[config.mk]
export PLATFORM = sky130hd
export DESIGN_NAME = json_string_unescaper
export DESIGN_NICKNAME = d
export VERILOG_FILES = /design/src/jsu_pkg.sv /design/src/json_string_unescaper.sv
export SDC_FILE = /design/constraint.sdc
export NUM_CORES = 1
export LEC_CHECK = 0
export ABC_AREA = 1
export CORE_UTILIZATION = 40
export DETAILED_ROUTE_END_ITERATION = 8
export DONT_BUFFER_PORTS = 1
export GPL_ROUTABILITY_DRIVEN = 0
export MAX_ROUTING_LAYER = met4
export PLACE_DENSITY = 0.59
export SLEW_MARGIN = 15
export SYNTH_ARGS = -nofsm -noshare
export SYNTH_HDL_FRONTEND = slang
export SYNTH_SLANG_ARGS = --single-unit
[constraint.sdc]
create_clock -name i_clk -period 3.96 [get_ports i_clk]
set_input_delay 0.396 -clock i_clk [delete_from_list [all_inputs] [get_ports i_clk]]
set_output_delay 0.396 -clock i_clk [all_outputs]
set_load 0.005 [all_outputs]
[src/jsu_pkg.sv]
// Package for the JSON string unescaper: word types, character codes, helpers.
`timescale 1ns / 1ps

package jsu_pkg;

    // Characters with a role in the escape syntax
    localparam logic [7:0] CH_BSLASH = 8'h5C;
    localparam logic [7:0] CH_U      = 8'h75;

    // UTF-8 encoding constants
    localparam logic [15:0] UTF8_LIM1  = 16'h0080;
    localparam logic [15:0] UTF8_LIM2  = 16'h0800;
    localparam logic [7:0]  UTF8_LEAD2 = 8'hC0;
    localparam logic [7:0]  UTF8_LEAD3 = 8'hE0;
    localparam logic [7:0]  UTF8_CONT  = 8'h80;
    localparam logic [5:0]  UTF8_MASK  = 6'h3F;

    localparam int HELD_DEPTH = 3;

    typedef enum logic [1:0] {
        MODE_NORMAL = 2'd0,
        MODE_ESC    = 2'd1,
        MODE_HEX    = 2'd2
    } t_mode;

    typedef struct packed {
        logic [7:0] in_byte;
        logic       string_last;
    } t_in_word;

    typedef struct packed {
        logic [7:0] out_byte;
        logic       has_byte;
        logic       run_last;
        logic       string_done;
    } t_out_word;

    typedef logic [HELD_DEPTH-1:0][7:0] t_held;

    // Up to three bytes produced by one input word
    typedef struct packed {
        logic [1:0]       cnt;
        logic [2:0][7:0]  b;
    } t_obuf;

    function automatic t_obuf obuf_put(t_obuf ob, logic [7:0] x);
        t_obuf r;
        r = ob;
        if (ob.cnt != 2'd3) begin
            r.b[ob.cnt] = x;
            r.cnt       = ob.cnt + 2'd1;
        end
        return r;
    endfunction

    function automatic logic [7:0] map_escape(logic [7:0] e);
        logic [7:0] r;
        case (e)
            8'h6E:   r = 8'h0A; // n
            8'h74:   r = 8'h09; // t
            8'h72:   r = 8'h0D; // r
            8'h62:   r = 8'h08; // b
            8'h66:   r = 8'h0C; // f
            default: r = e;
        endcase
        return r;
    endfunction

    // Hex digit value; anything else counts as zero
    function automatic logic [3:0] hex_value(logic [7:0] c);
        logic [3:0] r;
        r = 4'd0;
        if (c inside {[8'h30:8'h39]}) begin
            r = c[3:0];
        end else if (c inside {[8'h61:8'h66], [8'h41:8'h46]}) begin
            r = c[3:0] + 4'd9;
        end
        return r;
    endfunction

    function automatic t_obuf put_utf8(t_obuf ob, logic [15:0] cp);
        t_obuf r;
        r = ob;
        if (cp < UTF8_LIM1) begin
            r = obuf_put(r, cp[7:0]);
        end else if (cp < UTF8_LIM2) begin
            r = obuf_put(r, UTF8_LEAD2 | {3'b000, cp[10:6]});
            r = obuf_put(r, UTF8_CONT | {2'b00, cp[5:0] & UTF8_MASK});
        end else begin
            r = obuf_put(r, UTF8_LEAD3 | {4'h0, cp[15:12]});
            r = obuf_put(r, UTF8_CONT | {2'b00, cp[11:6] & UTF8_MASK});
            r = obuf_put(r, UTF8_CONT | {2'b00, cp[5:0] & UTF8_MASK});
        end
        return r;
    endfunction

    // Re-read an unfinished hex run as plain text at end of string.
    // Tail is held[0..hc-1] followed by the last byte.
    function automatic t_obuf replay_tail(t_held held, logic [1:0] hc, logic [7:0] lb);
        t_obuf            r;
        logic [2:0][7:0]  t;
        logic [2:0]       n;
        logic             skip;
        r    = '0;
        skip = 1'b0;
        n    = {1'b0, hc} + 3'd1;
        for (int i = 0; i < HELD_DEPTH; i++) begin
            t[i] = (2'(i) == hc) ? lb : held[i];
        end
        for (int i = 0; i < HELD_DEPTH; i++) begin
            if (3'(i) < n) begin
                if (skip) begin
                    skip = 1'b0;
                end else if (t[i] == CH_BSLASH && (3'(i) + 3'd1) < n) begin
                    skip = 1'b1;
                    if (t[(i + 1) % HELD_DEPTH] != CH_U) begin
                        r = obuf_put(r, map_escape(t[(i + 1) % HELD_DEPTH]));
                    end
                end else begin
                    r = obuf_put(r, t[i]);
                end
            end
        end
        return r;
    endfunction

endpackage

[src/json_string_unescaper.sv]
// JSON string unescaper: escaped bytes in, unescaped UTF-8 bytes out.
//
//   channel | valid       | stall        | word
//   --------+-------------+--------------+------------------------
//   input   | i_in_valid  | o_in_stall   | i_in_word  (t_in_word)
//   output  | o_out_valid | i_out_stall  | o_out_word (t_out_word)
//
// One input word per cycle when each word makes at most one result and i_out_stall
// is low; a word that makes k results (a \u escape yields up to three UTF-8 bytes)
// holds the result register until all k are taken, which sets the input rate there.
// A word passes the input register, then is decoded into the result register.
// Reset is synchronous, active low, and returns the parser to plain text.
// Input stall follows from the output side combinationally through the
// result register's last entry.
`timescale 1ns / 1ps

module json_string_unescaper import jsu_pkg::*; (
    input  logic      i_clk,
    input  logic      i_rst_n,
    input  logic      i_in_valid,
    output logic      o_in_stall,
    input  t_in_word  i_in_word,
    output logic      o_out_valid,
    input  logic      i_out_stall,
    output t_out_word o_out_word
);

    // input register
    logic      r_in_valid;
    t_in_word  r_in_word;

    // parser state
    t_mode       r_mode, n_mode;
    logic [1:0]  r_hex_count, n_hex_count;
    logic [15:0] r_code_accum, n_code_accum;
    t_held       r_held, n_held;

    // result register
    logic            r_res_valid;
    logic [2:0][7:0] r_res_byte;
    logic [1:0]      r_res_cnt;
    logic [1:0]      r_res_idx;
    logic            r_res_has;
    logic            r_res_last;

    logic       res_final;
    logic       res_free;
    logic       proc;
    logic       in_free;
    logic [7:0] cur_byte;
    logic       cur_last;
    t_obuf      ob;
    logic [15:0] acc;

    assign cur_byte = r_in_word.in_byte;
    assign cur_last = r_in_word.string_last;

    // handshake: result register frees on its final entry taken
    assign res_final = (r_res_idx == r_res_cnt - 2'd1);
    assign res_free  = !r_res_valid || (!i_out_stall && res_final);
    assign proc      = r_in_valid && res_free;
    assign in_free   = !r_in_valid || proc;
    assign o_in_stall = !in_free;

    // next parse mode
    always_comb begin
        case (r_mode)
            MODE_ESC: begin
                n_mode = (cur_byte == CH_U && !cur_last) ? MODE_HEX : MODE_NORMAL;
            end
            MODE_HEX: begin
                n_mode = (r_hex_count == 2'd3 || cur_last) ? MODE_NORMAL : MODE_HEX;
            end
            default: begin
                n_mode = (cur_byte == CH_BSLASH && !cur_last) ? MODE_ESC : MODE_NORMAL;
            end
        endcase
    end

    // decode one word into up to three bytes
    always_comb begin
        ob           = '0;
        n_hex_count  = r_hex_count;
        n_code_accum = r_code_accum;
        n_held       = r_held;
        acc          = {r_code_accum[11:0], hex_value(cur_byte)};
        case (r_mode)
            MODE_ESC: begin
                if (cur_byte != CH_U) begin
                    ob = obuf_put(ob, map_escape(cur_byte));
                end else if (!cur_last) begin
                    n_hex_count  = 2'd0;
                    n_code_accum = 16'd0;
                end
            end
            MODE_HEX: begin
                n_code_accum = acc;
                if (r_hex_count == 2'd3) begin
                    ob          = put_utf8(ob, acc);
                    n_hex_count = 2'd0;
                end else begin
                    n_held[r_hex_count] = cur_byte;
                    n_hex_count         = r_hex_count + 2'd1;
                    if (cur_last) begin
                        ob = replay_tail(r_held, r_hex_count, cur_byte);
                    end
                end
            end
            default: begin
                if (!(cur_byte == CH_BSLASH && !cur_last)) begin
                    ob = obuf_put(ob, cur_byte);
                end
            end
        endcase
        if (cur_last) begin
            n_hex_count  = 2'd0;
            n_code_accum = 16'd0;
        end
    end

    // input register
    always_ff @(posedge i_clk) begin
        if (!i_rst_n) begin
            r_in_valid <= 1'b0;
        end else if (in_free) begin
            r_in_valid <= i_in_valid;
        end
        if (in_free && i_in_valid) begin
            r_in_word <= i_in_word;
        end
    end

    // parser state
    always_ff @(posedge i_clk) begin
        if (!i_rst_n) begin
            r_mode       <= MODE_NORMAL;
            r_hex_count  <= 2'd0;
            r_code_accum <= 16'd0;
        end else if (proc) begin
            r_mode       <= n_mode;
            r_hex_count  <= n_hex_count;
            r_code_accum <= n_code_accum;
        end
        if (proc) begin
            r_held <= n_held;
        end
    end

    // result register: load on decode, step one entry per taken word
    always_ff @(posedge i_clk) begin
        if (!i_rst_n) begin
            r_res_valid <= 1'b0;
            r_res_idx   <= 2'd0;
        end else if (proc) begin
            r_res_idx   <= 2'd0;
            r_res_valid <= cur_last || (ob.cnt != 2'd0);
        end else if (r_res_valid && !i_out_stall) begin
            if (res_final) begin
                r_res_valid <= 1'b0;
            end else begin
                r_res_idx <= r_res_idx + 2'd1;
            end
        end
        if (proc) begin
            r_res_last <= cur_last;
            if (ob.cnt == 2'd0) begin
                // empty end marker
                r_res_byte <= '0;
                r_res_cnt  <= 2'd1;
                r_res_has  <= 1'b0;
            end else begin
                r_res_byte <= ob.b;
                r_res_cnt  <= ob.cnt;
                r_res_has  <= 1'b1;
            end
        end
    end

    // output word
    assign o_out_valid            = r_res_valid;
    assign o_out_word.out_byte    = (r_res_idx == 2'd3) ? 8'd0 : r_res_byte[r_res_idx];
    assign o_out_word.has_byte    = r_res_has;
    assign o_out_word.run_last    = res_final;
    assign o_out_word.string_done = res_final && r_res_last;

endmodule

== After elaboration in Yosys (flattened, before gate mapping) ==
Cells that the tools add are included.
Storage, ports and cells
  memories kept: 0
  bits in registers: 81
  output and inout bits: 13
  bits in writable memories: 0
  logic and storage cells: 260
  latch bits: 0
  bits in read-only memories: 0
Operators by class
  shifts and indexed selects: 0
  divide/modulo/power cells: 0
  eq/ne operators: 42
  $add $sub $neg: 10
  multiply operators: 0
  mux-type cells: 123
  bitwise operators: 3
  order comparisons: 25
  reductions and logical operators: 40
Operators by type and width (count)
  $mux W26: 31
  $mux W8: 33
  $eq A8 B7 Y1 const B: 25
  $bwmux W24: 8
  $pmux W8 S5: 4
  $demux W8 S2: 6
  $mux W25: 3
  $pmux W26 S2: 1
  $ne A8 B7 Y1 const B: 4
  $mux W2: 13
  $mux W12: 2
  $pmux W12 S2: 1
  $lt A2 B3 Y1 const B: 7
  $logic_and A1 B1 Y1: 19
  $bmux W8 S2: 1
  $ge A8 B7 Y1 const B: 2
  $le A8 B7 Y1 const B: 2
  $lt A16 B12 Y1 const B: 1
  $lt A16 B8 Y1 const B: 1
  $mux W1: 16
  $add A2 B1 Y2 const B: 7
  $ge A2 B1 Y1 const B: 6
  $ne A2 B2 Y1 const B: 5
  $ge A8 B6 Y1 const B: 1
  other kinds (23): 44

== Depth between registers and ports, before layout ==
  depth in word-level cells: 39
  gate-level depth with buffers: 25
  mapped depth without buffers: 24

== Worst setup path before layout ==
OpenSTA, ideal clock, no wires.
  path type: reg-to-reg
  from: register r_res_idx[0]
  to: register r_held[0] (netlist bit) (enable)
  cell stages (with the launch flop): 11
  arrival time: 3.027 ns
  data required time: 3.589 ns
  path slack: 0.562 ns
  setup time: 0.371 ns
  buffers on the path: 1
  path through: dfxtp_1 -> inv_1 -> buf_2 -> nand2_1 -> nand2_1 -> o21ai_0 -> o21ai_1 -> inv_1 -> nor2_1 -> nand2_1 -> nor2_1
On the way
  word-level cells in the longest chain between the ends: 5
RTL lines
  start, declared: RTL line json_string_unescaper.sv:42  | logic [1:0] r_res_idx;
  start signal, assigned: RTL line json_string_unescaper.sv:161  | r_res_idx <= r_res_idx + 2'd1;
  $eq A2 B2 Y1: RTL line json_string_unescaper.sv:59  | assign res_final = (r_res_idx == r_res_cnt - 2'd1);
  $logic_and A1 B1 Y1: RTL line json_string_unescaper.sv:60  | assign res_free = !r_res_valid || (!i_out_stall && res_final);
  $logic_or A1 B1 Y1: RTL line json_string_unescaper.sv:60
  $logic_and A1 B1 Y1: RTL line json_string_unescaper.sv:61  | assign proc = r_in_valid && res_free;
  via proc: RTL line json_string_unescaper.sv:48  | logic proc;
  $reduce_and A3 Y1 (no source line)
  end signal, assigned: RTL line json_string_unescaper.sv:145  | r_held <= n_held;
  end, declared: RTL line json_string_unescaper.sv:36  | t_held r_held, n_held;
The timed path passes the listed nets, and every way through them passes these cells.
A chain may end at the register's enable or synchronous reset.

== Worst setup path in the final report ==
  from: register r_hex_count[0]
  to: register r_res_byte[5] (netlist bit) (data pin)
On the way
  word-level cells in the longest chain between the ends: 31
  elaborated cells on any way between the ends: 107
  classes of those cells: add/sub: 3; order compare: 8; eq/ne: 26; mux: 63; reduce/logical: 7
RTL lines
  start, declared: RTL line json_string_unescaper.sv:34  | logic [1:0] r_hex_count, n_hex_count;
  start signal, assigned: RTL line json_string_unescaper.sv:141  | r_hex_count <= n_hex_count;
  parallel branches: the longest is 29 deep, another holds $add A2 B1 Y3
  $mux W26 (*): RTL line json_string_unescaper.sv:98  | if (r_hex_count == 2'd3) begin
  $pmux W26 S2 (*): RTL line json_string_unescaper.sv:87  | case (r_mode)
  end signal, assigned: RTL line json_string_unescaper.sv:172  | r_res_byte <= ob.b;
  end, declared: RTL line json_string_unescaper.sv:40  | logic [2:0][7:0] r_res_byte;
Every way passes the cells marked *. The select of a mux whose other input is x is not followed.

==> impl_results.md <==
- Minimum clock period: 3640 ps
- Setup ws final: 319 ps
- Yosys top cell area share: 32.1%
- PortBufs: 0
- Status: completed
- Flop2flop setup slack: 320 ps
- Die ar.: 0.0148 mm^2
- # IOs: 26
- Core ar.: 0.0139 mm^2
- Post-Syn Nets: 846
- Initial Util: 41.1%
- Die Span X: 121 um
- Antenna Nets Post-Route: 0
- First-pass GRT wire length: 28.2 mm
- Post-synthesis instance total: 820
- H-tree Lvls: 3
- Diodes inserted: 0
- Crit path capture: r_res_byte[5]
- F_max: 275 MHz
- Non-Filler Instances: 1012
- Ys Warns: 0
- Core Util, Final: 45.3%
- Final worst-path cycle share: 91.9%
- Int Pwr: 1.52 mW
- P_sw: 0.587 mW
- Hold Path Class: input port to flip-flop
- Max-Cap Viols: 0
- Net Sw Frac: 27.9%
- Clock slew at reported path FFs: 70 ps
- Final hold vios: 0
- Number of global-route vias before repair: 5398
- Worst-Margin Slew: 748 ps
- Pin count of the biggest net entering global routing: 23
- Layout area overhead: 10.1%
- Total CTS buffers: 9
- Die H: 121 um
- Grt ovf: 0
- Combinational Power Share: 13.3%
- Synthesized area: 0.00571 mm^2
- Crit. Startpoint: r_hex_count[0]
- Lkg Pwr: 2.60 nW
- Sequential fraction of the synthesis area: 39.1%
- Final Cell Area: 0.00629 mm^2
- Post-placement cell count: 993
- Final TNS setup: 0 ps
- Place WS: 67.5 ps
- Leading area contributor after synthesis: edfxtp_1
- Worst-case reg-to-reg path depth: 19
- Worst path required time: 4140 ps
- Antenna violations before repair: 0
- Maximum fanout along the worst path: 11
- Launching point of the worst reg2reg path: r_hex_count[0]
- Clk pwr share: 41.4%
- Clock Latency Late Sink: 350 ps
- FP Rows: 43
- Iteration-0 DRC Markers: 723
- DP Area: 0.00594 mm^2
- CTS root buf: clkbuf_16
- Largest cells by area after synthesis: edfxtp_1 32%, nand2_1 15%, nor2_1 7.1%, dfxtp_1 7.0%, inv_1 6.2%
- CTS tree: yes
- Clk_skew: 10.2 ps
- Kind of critical path: flip-flop to flip-flop
- Startpoint type of the worst setup path: flip-flop
- Hold buffer count at CTS: 0
- Share of post-route cells with drive strength above 1: 8.65%
- Nets: 853
- Final setup viols: 0
- Total number of vias: 5718
- Power Dens Cells: 335 mW/mm^2
- Synthesized flop and latch total: 81
- CP arrival: 3820 ps
- Final WL: 17.7 mm
- Post-synthesis cell type count: 47
- Fin. max-slew vios: 0
- Tot GR Track Use: 26.1%
- CTS max path bufs: 2
- Post-DP HPWL: 13.7 mm
- Critical R2R Capture: r_res_byte[5]
- Syn_area_per_cell: 6.96 um^2
- CTS Sinks: 81
- Worst vdd ir: 0.000314 V
- Total power: 2.11 mW
- Wirelength per Cell: 17.5 um
- Worst hold slack: 131 ps
- Crit path capture type: flip-flop
- DR pass1 iterations: 8
- Routed vias/inst: 5.65
- Rel. slew slack: 49.7%
- DRC Markers: 0
- Sequential power share: 45.4%
## power groups by stage
| stage | combinational, mW | clock, mW | sequential, mW |
|---|---|---|---|
| 4_1_cts | 0.267 | 0.886 | 0.956 |
| 6_report | 0.279 | 0.871 | 0.956 |
| 3_5_place_dp | 0.266 | 0 | 0.974 |
| 3_3_place_gp | 0.263 | 0 | 0.974 |
| 5_1_grt | 0.310 | 0.914 | 0.958 |
| 2_1_floorplan | 0.191 | 0 | 0.971 |
## flip-flops by register name (all words and copies together), names as in the netlist, 2 cells and up
register	count
cur_byte	8
r_code_accum	12
r_held	24
r_hex_count	2
r_mode	2
r_res_byte	24
r_res_cnt	2
r_res_idx	2
## what timing repair did
action                     in CTS  in global routing
setup endpoints to repair       0                 25
hold endpoints to repair        0                  0
resized for setup               0                  6
buffers inserted                0                  3
## synthesized netlist by cell type (all sizes together)
cell and count:
edfxtp 61, o211ai 5, a21boi 2, nand4 7, dfxtp 20, nor4 3
a221oi 2, nor3b 3, o22ai 6, o21ai 68, inv 102, o21bai 1
clkinv 1, a21oi 59, buf 14, a31o 1, o31ai 2, nor3 20
or2 2, and2 1, a22oi 2, a31oi 8, clkbuf 9, nand3 48
xnor2 1, ha 13, nor2 115, nand2 235, a221o 1, a211oi 1
a311oi 1, o221ai 6
## worst max-delay path: stages (launching register included)
cell,delay (ps)
dfxtp_1,430
inv_1,140
ha_1,230
buf_4,170
o21ai_1,550
nor2_1,170
nand3_1,200
ha_1,170
inv_1,40
nand2_1,90
nand4_4,170
nand3_4,190
nand2_1,70
nand2_1,50
nand2_1,40
nand2_1,50
nand2_1,120
nand2_4,150
nand3_2,160
o21ai_0,270
## layer usage
layer	GRT usage, %	share of wire (%)	routed length (um)
met4	14.4	4.6	809
met5	-	0	0
met2	37.6	43	7590
met1	34.6	45	7870
met3	4.61	7.9	1400
## worst min-delay path by stage
stage                      start     endpoint  slack (ps)  depth (start not counted)
floorplan             r_in_valid  o_out_valid         440                          2
global placement      r_in_valid  o_out_valid         460                          2
detailed placement    r_in_valid  o_out_valid         470                          2
CTS                 i_in_word[2]  cur_byte[1]         120                          0
global route        i_in_word[2]  cur_byte[1]         120                          0
finish              i_in_word[2]  cur_byte[1]         130                          0
## cell families after synthesis
family / after synthesis / synth area share, %
buffers and inverters: 126 / 8.88
AND/OR/NAND/NOR: 434 / 32.7
AO/OA/AOI/OAI: 165 / 16.3
XOR/XNOR: 1 / 0.153
flip-flops: 81 / 39.1
adder cells (fa/ha/maj): 13 / 2.85
## cell usage in the layout (no fill, tap or decap), types with 8 or more instances in the layout
cell type	instances
nand2_1	228
inv_1	95
a21oi_1	59
o21ai_1	14
o21ai_0	54
nand3_1	42
edfxtp_1	61
buf_4	19
dfxtp_1	20
clkbuf_16	9
a31oi_1	8
nor2_1	107
nor3_1	18
ha_1	11
## area by class of cell
cell class / instances / area (um^2)
Fill cell: 1480 / 7590
Timing Repair Buffer: 19 / 143
Multi-Input combinational cell: 613 / 2990
Tap cell: 180 / 225
Inverter: 103 / 389
Clock inverter: 7 / 83.8
Clock buffer: 9 / 225
Sequential cell: 81 / 2230
No activity file was read; power rests on OpenSTA's default activity.
